===== src/sv/rrts_pkg.sv =====
`timescale 1ns / 1ps
`default_nettype none

package rrts_pkg;

  // thread states as kept in the table
  localparam logic [1:0] ST_DEAD    = 2'd0;
  localparam logic [1:0] ST_READY   = 2'd1;
  localparam logic [1:0] ST_BLOCKED = 2'd3;

  // operation codes
  localparam logic [1:0] OP_TICK   = 2'd0;
  localparam logic [1:0] OP_CREATE = 2'd1;
  localparam logic [1:0] OP_EXIT   = 2'd2;
  localparam logic [1:0] OP_JOIN   = 2'd3;

  // result status codes
  localparam logic [1:0] STAT_OK    = 2'd0;
  localparam logic [1:0] STAT_LIMIT = 2'd1;
  localparam logic [1:0] STAT_NONE  = 2'd2;

  typedef struct packed {
    logic [1:0] operation;
    logic [6:0] target_thread;
  } rrts_cmd_t;

  typedef struct packed {
    logic [6:0] running_thread;
    logic [6:0] new_thread;
    logic [1:0] status;
  } rrts_result_t;

endpackage

`default_nettype wire


===== src/sv/rrts_ram.sv =====
`timescale 1ns / 1ps
`default_nettype none

module rrts_ram #(
  parameter int WIDTH = 8,
  parameter int DEPTH = 128
) (
  input  wire logic                     clk,
  input  wire logic                     we,
  input  wire logic [$clog2(DEPTH)-1:0] waddr,
  input  wire logic [WIDTH-1:0]         wdata,
  input  wire logic                     re,
  input  wire logic [$clog2(DEPTH)-1:0] raddr,
  output logic      [WIDTH-1:0]         rdata
);

  logic [WIDTH-1:0] mem [DEPTH];

  always_ff @(posedge clk) begin
    if (we) begin
      mem[waddr] <= wdata;
    end
    if (re) begin
      rdata <= mem[raddr];
    end
  end

endmodule

`default_nettype wire


===== src/sv/rrts_wrap_inc.sv =====
`timescale 1ns / 1ps
`default_nettype none

// round-robin step: next id after cand, wrapping to zero at limit
module rrts_wrap_inc #(
  parameter int ID_W  = 7,
  parameter int NID_W = 8
) (
  input  wire logic [ID_W-1:0]  cand,
  input  wire logic [NID_W-1:0] limit,
  output logic      [ID_W-1:0]  next
);

  logic [NID_W:0] sum;

  assign sum  = (NID_W + 1)'(cand) + (NID_W + 1)'(1);
  assign next = (sum >= {1'b0, limit}) ? '0 : sum[ID_W-1:0];

endmodule

`default_nettype wire


===== src/sv/round_robin_thread_scheduler_unit.sv =====
`timescale 1ns / 1ps
`default_nettype none

// round-robin thread scheduler with join
//
// usage: drive cmd and raise start while busy is low; that edge is the
// transfer of one command. busy stays high until the command is finished.
// exactly one result per command appears on result with done high for a
// single cycle; the receiver cannot hold it off, so it must take it then.
// a new command may be started in the same cycle that done is high.
//
// create, and join on an out-of-range target, finish from idle; join on a
// dead target ends at the target check. tick scans; exit kills the current
// thread, wakes any joiner, then scans; join on a live target blocks the
// caller, marks the target, then scans. the scan reads one table entry per
// cycle from the thread table ram; its length is set by the created threads.
//
// reset: thread 0 is ready and current, next free id is 1. the table ram is
// not cleared; entries at or above next_id read as dead and entry 0 reads
// as ready until first written, so no clearing pass is needed.
module round_robin_thread_scheduler_unit
  import rrts_pkg::*;
#(
  parameter int MAX_THREADS = 128
) (
  input  wire logic         clk,
  input  wire logic         rst,
  input  wire logic         start,
  input  wire rrts_cmd_t    cmd,
  output logic              busy,
  output logic              done,
  output rrts_result_t      result
);

  localparam int ID_W  = $clog2(MAX_THREADS);
  localparam int NID_W = $clog2(MAX_THREADS + 1);
  localparam int REC_W = ID_W + 3;

  localparam logic [NID_W-1:0] MAX_N   = NID_W'(MAX_THREADS);
  localparam logic [NID_W+6:0] MAX_TGT = (NID_W + 7)'(MAX_THREADS);

  // sequencer states
  localparam logic [3:0] S_IDLE      = 4'd0;
  localparam logic [3:0] S_EX_RD     = 4'd1;
  localparam logic [3:0] S_EX_WK_ISS = 4'd2;
  localparam logic [3:0] S_EX_WK_WR  = 4'd3;
  localparam logic [3:0] S_JN_CHK    = 4'd4;
  localparam logic [3:0] S_JN_CUR    = 4'd5;
  localparam logic [3:0] S_JN_TISS   = 4'd6;
  localparam logic [3:0] S_JN_TWR    = 4'd7;
  localparam logic [3:0] S_SC_INIT   = 4'd8;
  localparam logic [3:0] S_SCAN      = 4'd9;

  logic [3:0]       state;
  logic [ID_W-1:0]  current;
  logic [NID_W-1:0] next_id;
  logic             e0_written;   // entry 0 holds real data in the ram
  logic [ID_W-1:0]  tgt_q;
  logic [ID_W-1:0]  j_q;
  logic [ID_W-1:0]  scan_addr;
  logic [NID_W-1:0] issue_left;
  logic [NID_W-1:0] chk_left;
  logic             chk_vld;
  logic [ID_W-1:0]  rd_addr_q;

  // ram port signals
  logic             we;
  logic [ID_W-1:0]  waddr;
  logic [REC_W-1:0] wdata;
  logic             re;
  logic [ID_W-1:0]  raddr;
  logic [REC_W-1:0] rd_data;

  // table record as seen after the fill-count and entry-0 fixups
  logic [1:0]       rec_st;
  logic             rec_jv;
  logic [ID_W-1:0]  rec_jid;
  logic             rec_beyond;
  logic             rec_e0_fresh;

  // command decode
  logic [ID_W+6:0]  tgt_ext;
  logic [NID_W+6:0] tgt_w;
  logic [ID_W-1:0]  tgt_idx;
  logic             tgt_in_range;
  logic             table_full;
  logic             accept;

  // shared round-robin incrementer
  logic [ID_W-1:0]  inc_in;
  logic [ID_W-1:0]  inc_out;

  // ids reported modulo 128
  logic [ID_W+6:0]  cur_ext;
  logic [NID_W+6:0] nid_ext;
  logic [ID_W+6:0]  chk_ext;

  assign busy   = (state != S_IDLE);
  assign accept = start && !busy;

  assign tgt_ext      = {{ID_W{1'b0}}, cmd.target_thread};
  assign tgt_idx      = tgt_ext[ID_W-1:0];
  assign tgt_w        = {{NID_W{1'b0}}, cmd.target_thread};
  assign tgt_in_range = (tgt_w < MAX_TGT);
  assign table_full   = (next_id >= MAX_N);

  assign cur_ext = {7'd0, current};
  assign nid_ext = {7'd0, next_id};
  assign chk_ext = {7'd0, rd_addr_q};

  assign rec_beyond   = (NID_W'(rd_addr_q) >= next_id);
  assign rec_e0_fresh = (rd_addr_q == '0) && !e0_written;

  always_comb begin
    priority if (rec_beyond) begin
      rec_st  = ST_DEAD;
      rec_jv  = 1'b0;
      rec_jid = '0;
    end else if (rec_e0_fresh) begin
      rec_st  = ST_READY;
      rec_jv  = 1'b0;
      rec_jid = '0;
    end else begin
      rec_st  = rd_data[REC_W-1:REC_W-2];
      rec_jv  = rd_data[ID_W];
      rec_jid = rd_data[ID_W-1:0];
    end
  end

  // the incrementer seeds the scan from the current thread, then walks it
  assign inc_in = (state == S_SC_INIT) ? current : scan_addr;

  rrts_wrap_inc #(
    .ID_W  (ID_W),
    .NID_W (NID_W)
  ) u_wrap_inc (
    .cand  (inc_in),
    .limit (next_id),
    .next  (inc_out)
  );

  // table accesses; exit, wake and join updates read then write the record
  always_comb begin
    we    = 1'b0;
    waddr = '0;
    wdata = '0;
    re    = 1'b0;
    raddr = '0;
    unique case (state)
      S_IDLE: begin
        if (accept) begin
          if (cmd.operation == OP_CREATE && !table_full) begin
            we    = 1'b1;
            waddr = next_id[ID_W-1:0];
            wdata = {ST_READY, 1'b0, {ID_W{1'b0}}};
          end else if (cmd.operation == OP_EXIT) begin
            re    = 1'b1;
            raddr = current;
          end else if (cmd.operation == OP_JOIN && tgt_in_range) begin
            re    = 1'b1;
            raddr = tgt_idx;
          end
        end
      end
      S_EX_RD: begin
        // exiting thread dies, its joiner slot is released
        we    = 1'b1;
        waddr = current;
        wdata = {ST_DEAD, 1'b0, rec_jid};
      end
      S_EX_WK_ISS: begin
        re    = 1'b1;
        raddr = j_q;
      end
      S_EX_WK_WR: begin
        we    = 1'b1;
        waddr = j_q;
        wdata = {ST_READY, rec_jv, rec_jid};
      end
      S_JN_CHK: begin
        if (rec_st != ST_DEAD) begin
          re    = 1'b1;
          raddr = current;
        end
      end
      S_JN_CUR: begin
        we    = 1'b1;
        waddr = current;
        wdata = {ST_BLOCKED, rec_jv, rec_jid};
      end
      S_JN_TISS: begin
        re    = 1'b1;
        raddr = tgt_q;
      end
      S_JN_TWR: begin
        // target re-read after the block so a self-join keeps both updates
        we    = 1'b1;
        waddr = tgt_q;
        wdata = {rec_st, 1'b1, current};
      end
      S_SCAN: begin
        if (issue_left != '0) begin
          re    = 1'b1;
          raddr = scan_addr;
        end
      end
      default: begin
      end
    endcase
  end

  rrts_ram #(
    .WIDTH (REC_W),
    .DEPTH (MAX_THREADS)
  ) u_table (
    .clk   (clk),
    .we    (we),
    .waddr (waddr),
    .wdata (wdata),
    .re    (re),
    .raddr (raddr),
    .rdata (rd_data)
  );

  always_ff @(posedge clk) begin
    if (re) begin
      rd_addr_q <= raddr;
    end
  end

  // sequencer
  always_ff @(posedge clk) begin
    if (rst) begin
      state      <= S_IDLE;
      current    <= '0;
      next_id    <= NID_W'(1);
      e0_written <= 1'b0;
      done       <= 1'b0;
      chk_vld    <= 1'b0;
    end else begin
      done <= 1'b0;
      if (we && waddr == '0) begin
        e0_written <= 1'b1;
      end
      unique case (state)
        S_IDLE: begin
          if (accept) begin
            tgt_q <= tgt_idx;
            unique case (cmd.operation)
              OP_TICK: begin
                state <= S_SC_INIT;
              end
              OP_CREATE: begin
                done                  <= 1'b1;
                result.running_thread <= cur_ext[6:0];
                if (table_full) begin
                  result.new_thread <= 7'd0;
                  result.status     <= STAT_LIMIT;
                end else begin
                  result.new_thread <= nid_ext[6:0];
                  result.status     <= STAT_OK;
                  next_id           <= next_id + NID_W'(1);
                end
              end
              OP_EXIT: begin
                state <= S_EX_RD;
              end
              OP_JOIN: begin
                if (tgt_in_range) begin
                  state <= S_JN_CHK;
                end else begin
                  // a target outside the table counts as dead
                  done                  <= 1'b1;
                  result.running_thread <= cur_ext[6:0];
                  result.new_thread     <= 7'd0;
                  result.status         <= STAT_OK;
                end
              end
              default: begin
              end
            endcase
          end
        end
        S_EX_RD: begin
          j_q <= rec_jid;
          if (rec_jv) begin
            state <= S_EX_WK_ISS;
          end else begin
            state <= S_SC_INIT;
          end
        end
        S_EX_WK_ISS: begin
          state <= S_EX_WK_WR;
        end
        S_EX_WK_WR: begin
          state <= S_SC_INIT;
        end
        S_JN_CHK: begin
          if (rec_st == ST_DEAD) begin
            // join on a dead thread: nothing changes, no scheduling
            done                  <= 1'b1;
            result.running_thread <= cur_ext[6:0];
            result.new_thread     <= 7'd0;
            result.status         <= STAT_OK;
            state                 <= S_IDLE;
          end else begin
            state <= S_JN_CUR;
          end
        end
        S_JN_CUR: begin
          state <= S_JN_TISS;
        end
        S_JN_TISS: begin
          state <= S_JN_TWR;
        end
        S_JN_TWR: begin
          state <= S_SC_INIT;
        end
        S_SC_INIT: begin
          // scan starts just after the current thread, which comes last
          scan_addr  <= inc_out;
          issue_left <= next_id;
          chk_left   <= next_id;
          chk_vld    <= 1'b0;
          state      <= S_SCAN;
        end
        S_SCAN: begin
          // one read issued and one read checked per cycle
          if (issue_left != '0) begin
            scan_addr  <= inc_out;
            issue_left <= issue_left - NID_W'(1);
          end
          chk_vld <= (issue_left != '0);
          if (chk_vld) begin
            chk_left <= chk_left - NID_W'(1);
            if (rec_st == ST_READY) begin
              current               <= rd_addr_q;
              done                  <= 1'b1;
              result.running_thread <= chk_ext[6:0];
              result.new_thread     <= 7'd0;
              result.status         <= STAT_OK;
              chk_vld               <= 1'b0;
              state                 <= S_IDLE;
            end else if (chk_left == NID_W'(1)) begin
              // nothing ready: current thread stays as it is
              done                  <= 1'b1;
              result.running_thread <= cur_ext[6:0];
              result.new_thread     <= 7'd0;
              result.status         <= STAT_NONE;
              chk_vld               <= 1'b0;
              state                 <= S_IDLE;
            end
          end
        end
        default: begin
          state <= S_IDLE;
        end
      endcase
    end
  end

`ifndef SYNTH
  // the free id never runs past the table and is never zero
  a_next_id_range: assert property (@(posedge clk) disable iff (rst)
    (next_id != '0) && (next_id <= MAX_N))
    else $error("next_id out of range");

  // the scheduler only ever selects a thread that has been created
  a_current_created: assert property (@(posedge clk) disable iff (rst)
    NID_W'(current) < next_id)
    else $error("current thread beyond allocated ids");

  // a scan never checks more entries than were issued
  a_scan_counts: assert property (@(posedge clk) disable iff (rst)
    (state == S_SCAN) |-> (chk_left != '0) && (issue_left <= chk_left))
    else $error("scan counters out of step");

  // a refused create hands out no id and leaves next_id alone
  a_limit_no_id: assert property (@(posedge clk) disable iff (rst)
    (done && result.status == STAT_LIMIT) |->
      (result.new_thread == 7'd0) && $stable(next_id))
    else $error("create at limit changed state");

  // busy only rises from a started command
  a_busy_from_start: assert property (@(posedge clk) disable iff (rst)
    $rose(busy) |-> $past(start))
    else $error("busy without a command");
`endif

endmodule

`default_nettype wire

===== config.mk =====
export PLATFORM = sky130hd
export DESIGN_NAME = round_robin_thread_scheduler_unit
export DESIGN_NICKNAME = d
export VERILOG_FILES = /design/src/sv/rrts_pkg.sv /design/src/sv/rrts_ram.sv /design/src/sv/rrts_wrap_inc.sv /design/src/sv/round_robin_thread_scheduler_unit.sv
export SDC_FILE = /design/constraint.sdc
export NUM_CORES = 2
export LEC_CHECK = 0
export BUFFER_PORTS_ARGS = -buffer_cell sky130_fd_sc_hd__buf_2
export CELL_PAD_IN_SITES_DETAIL_PLACEMENT = 1
export CELL_PAD_IN_SITES_GLOBAL_PLACEMENT = 1
export CORE_ASPECT_RATIO = 0.9
export CORE_MARGIN = 1
export CORE_UTILIZATION = 55
export CTS_BUF_LIST = sky130_fd_sc_hd__clkbuf_16
export CTS_CLUSTER_SIZE = 14
export DETAILED_ROUTE_END_ITERATION = 8
export PLACE_DENSITY = 0.81
export SLEW_MARGIN = 40
export SYNTH_ARGS = -nofsm -noshare
export SYNTH_HDL_FRONTEND = slang
export SYNTH_SLANG_ARGS = --single-unit
export TNS_END_PERCENT = 5

===== constraint.sdc =====
create_clock -name clk -period 12.5 [get_ports clk]
set_clock_uncertainty 0.15 [all_clocks]
set_input_delay 0.625 -clock clk [delete_from_list [all_inputs] [get_ports clk]]
set_output_delay 0.625 -clock clk [all_outputs]
set_load 0.1 [all_outputs]

==> impl_metrics.toml <==
[run_status]
status = "complete, no violations"

[yosys]
ys_ff_latch = 1372
yosys.area.top_type_share_pct = 72.5
ys_seq_area_share_pct = 73.3
synth-async-reset-ratio_pct = 0
yosysWarningCount = 0
synth.area.top_cells = "edfxtp_1, nand2_1, nand3_1"
synth_top_area_cell = "edfxtp_1"
syn-instance-count = 4304
ys_types = 67
synth_edf_count = 1350
avgSynthCellArea_um2 = 13.0
syn_area_mm2 = 0.0559
syn-num-nets = 4338
ys.flop_type = "edfxtp_1"

[place]
port-buffer-count = 29
place_congestion = 0.889
dpl_cell_area_mm2 = 0.0577
dpl.hpwl_mm = 104

[route]
dr.first_iter.drc_count = 5216
wl_met2_mm = 85.6
routed_wl_mm = 181
routed-via-count = 38500
vias_per_cell = 6.71
dr.max_layer_used = "met5"
drc = 0
wl_per_cell_um = 31.6
met3WireLength_mm = 19.4
wl_met1_mm = 67.7
ant_nets = 0
dr.pass1.iters = 5

[global_route]
grt_pass1_vias = 39600
antenna_found_initial = 10
overflow = 0
grt_pass1_wl_mm = 264
grt_max_degree = 169
grt.total_usage_pct = 35.2

[sta]
relSlewSlack_pct = 33.7
timing.fmax_mhz = 139
setup_violations = 0
setup_tns_ns = 0
drv_slew = 0
rsz0062_at_grt = "no"
fin_hold_ws_ns = 0.165
fin_crit_ns = 7.21
max_slew.worst_pin.slew_ns = 0.970
fin_crit_sh_pct = 57.7
hold_viol = 0

[floorplan]
fp.dieH_um = 304
dieWidth_um = 338
die_area_mm2 = 0.103
initial_core_util_pct = 55.7
io_pins = 30
coreArea_mm2 = 0.100
placement_rows = 110

[finish]
mostFrequentLayoutCells = "edfxtp_1, nand2_1, nand3_1"
fillCellCount = 9423
regArea_mm2 = 0.0410
syn_to_final_growth_pct = 11.4
fin_area_mm2 = 0.0622
postLayoutCoreUtil_pct = 62.0
multi_input_area_mm2 = 0.0141
drive_above_1_share_pct = 10.7
layout_commonest_cell = "edfxtp_1"
nNetsFinal = 4316

[setup_path]
cp.arrival_ns = 7.58
cp.required_ns = 12.87
start_kind = "register"
critical_path_class = "reg2reg"
crit_path_end_kind = "register"
crit_path_max_fanout = 111

[clock_network]
clock-root-buffer = "clkbuf_16"
clock-sinks = 1372
post-cts-setup-buffers = 0
clock_latency_ns = 0.77
cts_tree = "done"
htreeDepth = 4
cts_made_buffers = 140
clockBufferDepth = 3
clk_pin_slew_ns = 0.06

[power]
p_total_mw = 12.0
power_switching_share_pct = 32.1
combinationalPowerShare_pct = 21.1
cellPowerDensity_mw_per_mm2 = 193
p_leak_nw = 21.2
internal_power_mw = 8.17
p_clk_share_pct = 33.9
p_seq_share_pct = 45.0
switching_power_mw = 3.86
ir_drop_v = 0.000151

[run]
maxCapViolations = 0

[worst_hold_path]
worstHoldPathType = "in2reg"
## registers in the layout, indices dropped and copies added, names as in the netlist
register and flops:
done 1, scan_addr 7, chk_vld 1, issue_left 8, u_table.rdata 10, u_table.mem 1280, current 7, next_id 8
state 4, result 16, tgt_q 7, e0_written 1, chk_left 8, rd_addr_q 7, j_q 7
## power by group through the flow
stage	Sequential (mW)	Clock (mW)	Combinational [mW]
floorplan	5.58	0	1.35
global placement	5.50	0	2.28
detailed placement	5.51	0	2.40
CTS	5.41	4.08	2.45
global route	5.42	4.22	2.63
finish	5.42	4.08	2.54
## timing repair
item	CTS	global route
resized for setup	0	0
hold buffers	7	0
endpoints found under the hold margin	7	0
## cells in the mapped netlist, types with 14 or more instances
master / instances
edfxtp_1: 1350
nand2_1: 1060
nand3_1: 403
a21oi_1: 290
nor2_1: 192
clkbuf_1: 138
mux2i_1: 96
buf_2: 71
a211oi_1: 66
and3_1: 46
buf_1: 46
a2111oi_0: 40
inv_1: 38
a22oi_1: 35
a31oi_1: 34
nor3_1: 27
a221oi_1: 22
dfxtp_1: 22
ha_1: 22
a21o_1: 21
o21ai_0: 21
o2111ai_1: 18
nor4_1: 14
## per-stage QoR
stage                     instances  worst slack (ns)
final                          5735              5.29
after global routing           5733              4.99
after CTS                      5730              5.53
after detailed placement       5474              5.57
after global placement         5472              5.72
after floorplan                4304              5.89
## cell families (layout without fill, tap and decap cells)
kind of cell	count (synthesis)	after routing	share of synthesized area, %
simple gates	1807	1807	13.7
flops	1372	1372	73.3
compound gates	658	658	7.71
buf+inv	317	402	2.47
mux	105	105	1.90
xor+xnor	23	23	0.360
fa+ha+maj	22	22	0.492
other cells	0	2	0
## worst max-delay path, cell delays in order, from the launching register on
cell and delay (ns):
dfxtp_1 0.59, ha_1 0.31, nand2b_1 0.14, a2111oi_0 0.66, o31a_1 0.28, buf_4 0.37, a21oi_4 0.10, buf_4 0.34
inv_8 0.53, buf_12 0.36, buf_16 0.41, buf_4 0.71, mux2i_1 0.32, o22ai_1 0.09, or4_1 0.62, o31ai_1 0.30
a21oi_1 0.17, a221o_1 0.34
## per-layer routing
layer	track usage, %	up-vias
li1	-	15900
met1	46.9	19600
met2	54.8	2437
met3	8.23	531
met4	16.1	12
met5	0	-
## worst paths after layout
path,startpoint,endpoint,slack [ns],depth (start not counted)
hold reg to reg,e0_written,e0_written,0.38,2
setup / recovery,next_id[0],u_table.rdata[8],5.29,17
setup reg to reg,next_id[0],u_table.rdata[8],5.29,17
hold / removal,cmd[8],state[0],0.17,3
## layout make-up
type | instances | area share, %
diodes | 2 | 0.00804
clock buffers | 149 | 5.99
clock inverters | 100 | 1.00
inverters | 43 | 0.285
multi-input cells | 2615 | 22.7
flip-flops and latches | 1372 | 65.8
well taps | 1344 | 2.70
repair buffers | 110 | 1.47
(Power assumes the default switching activity.)
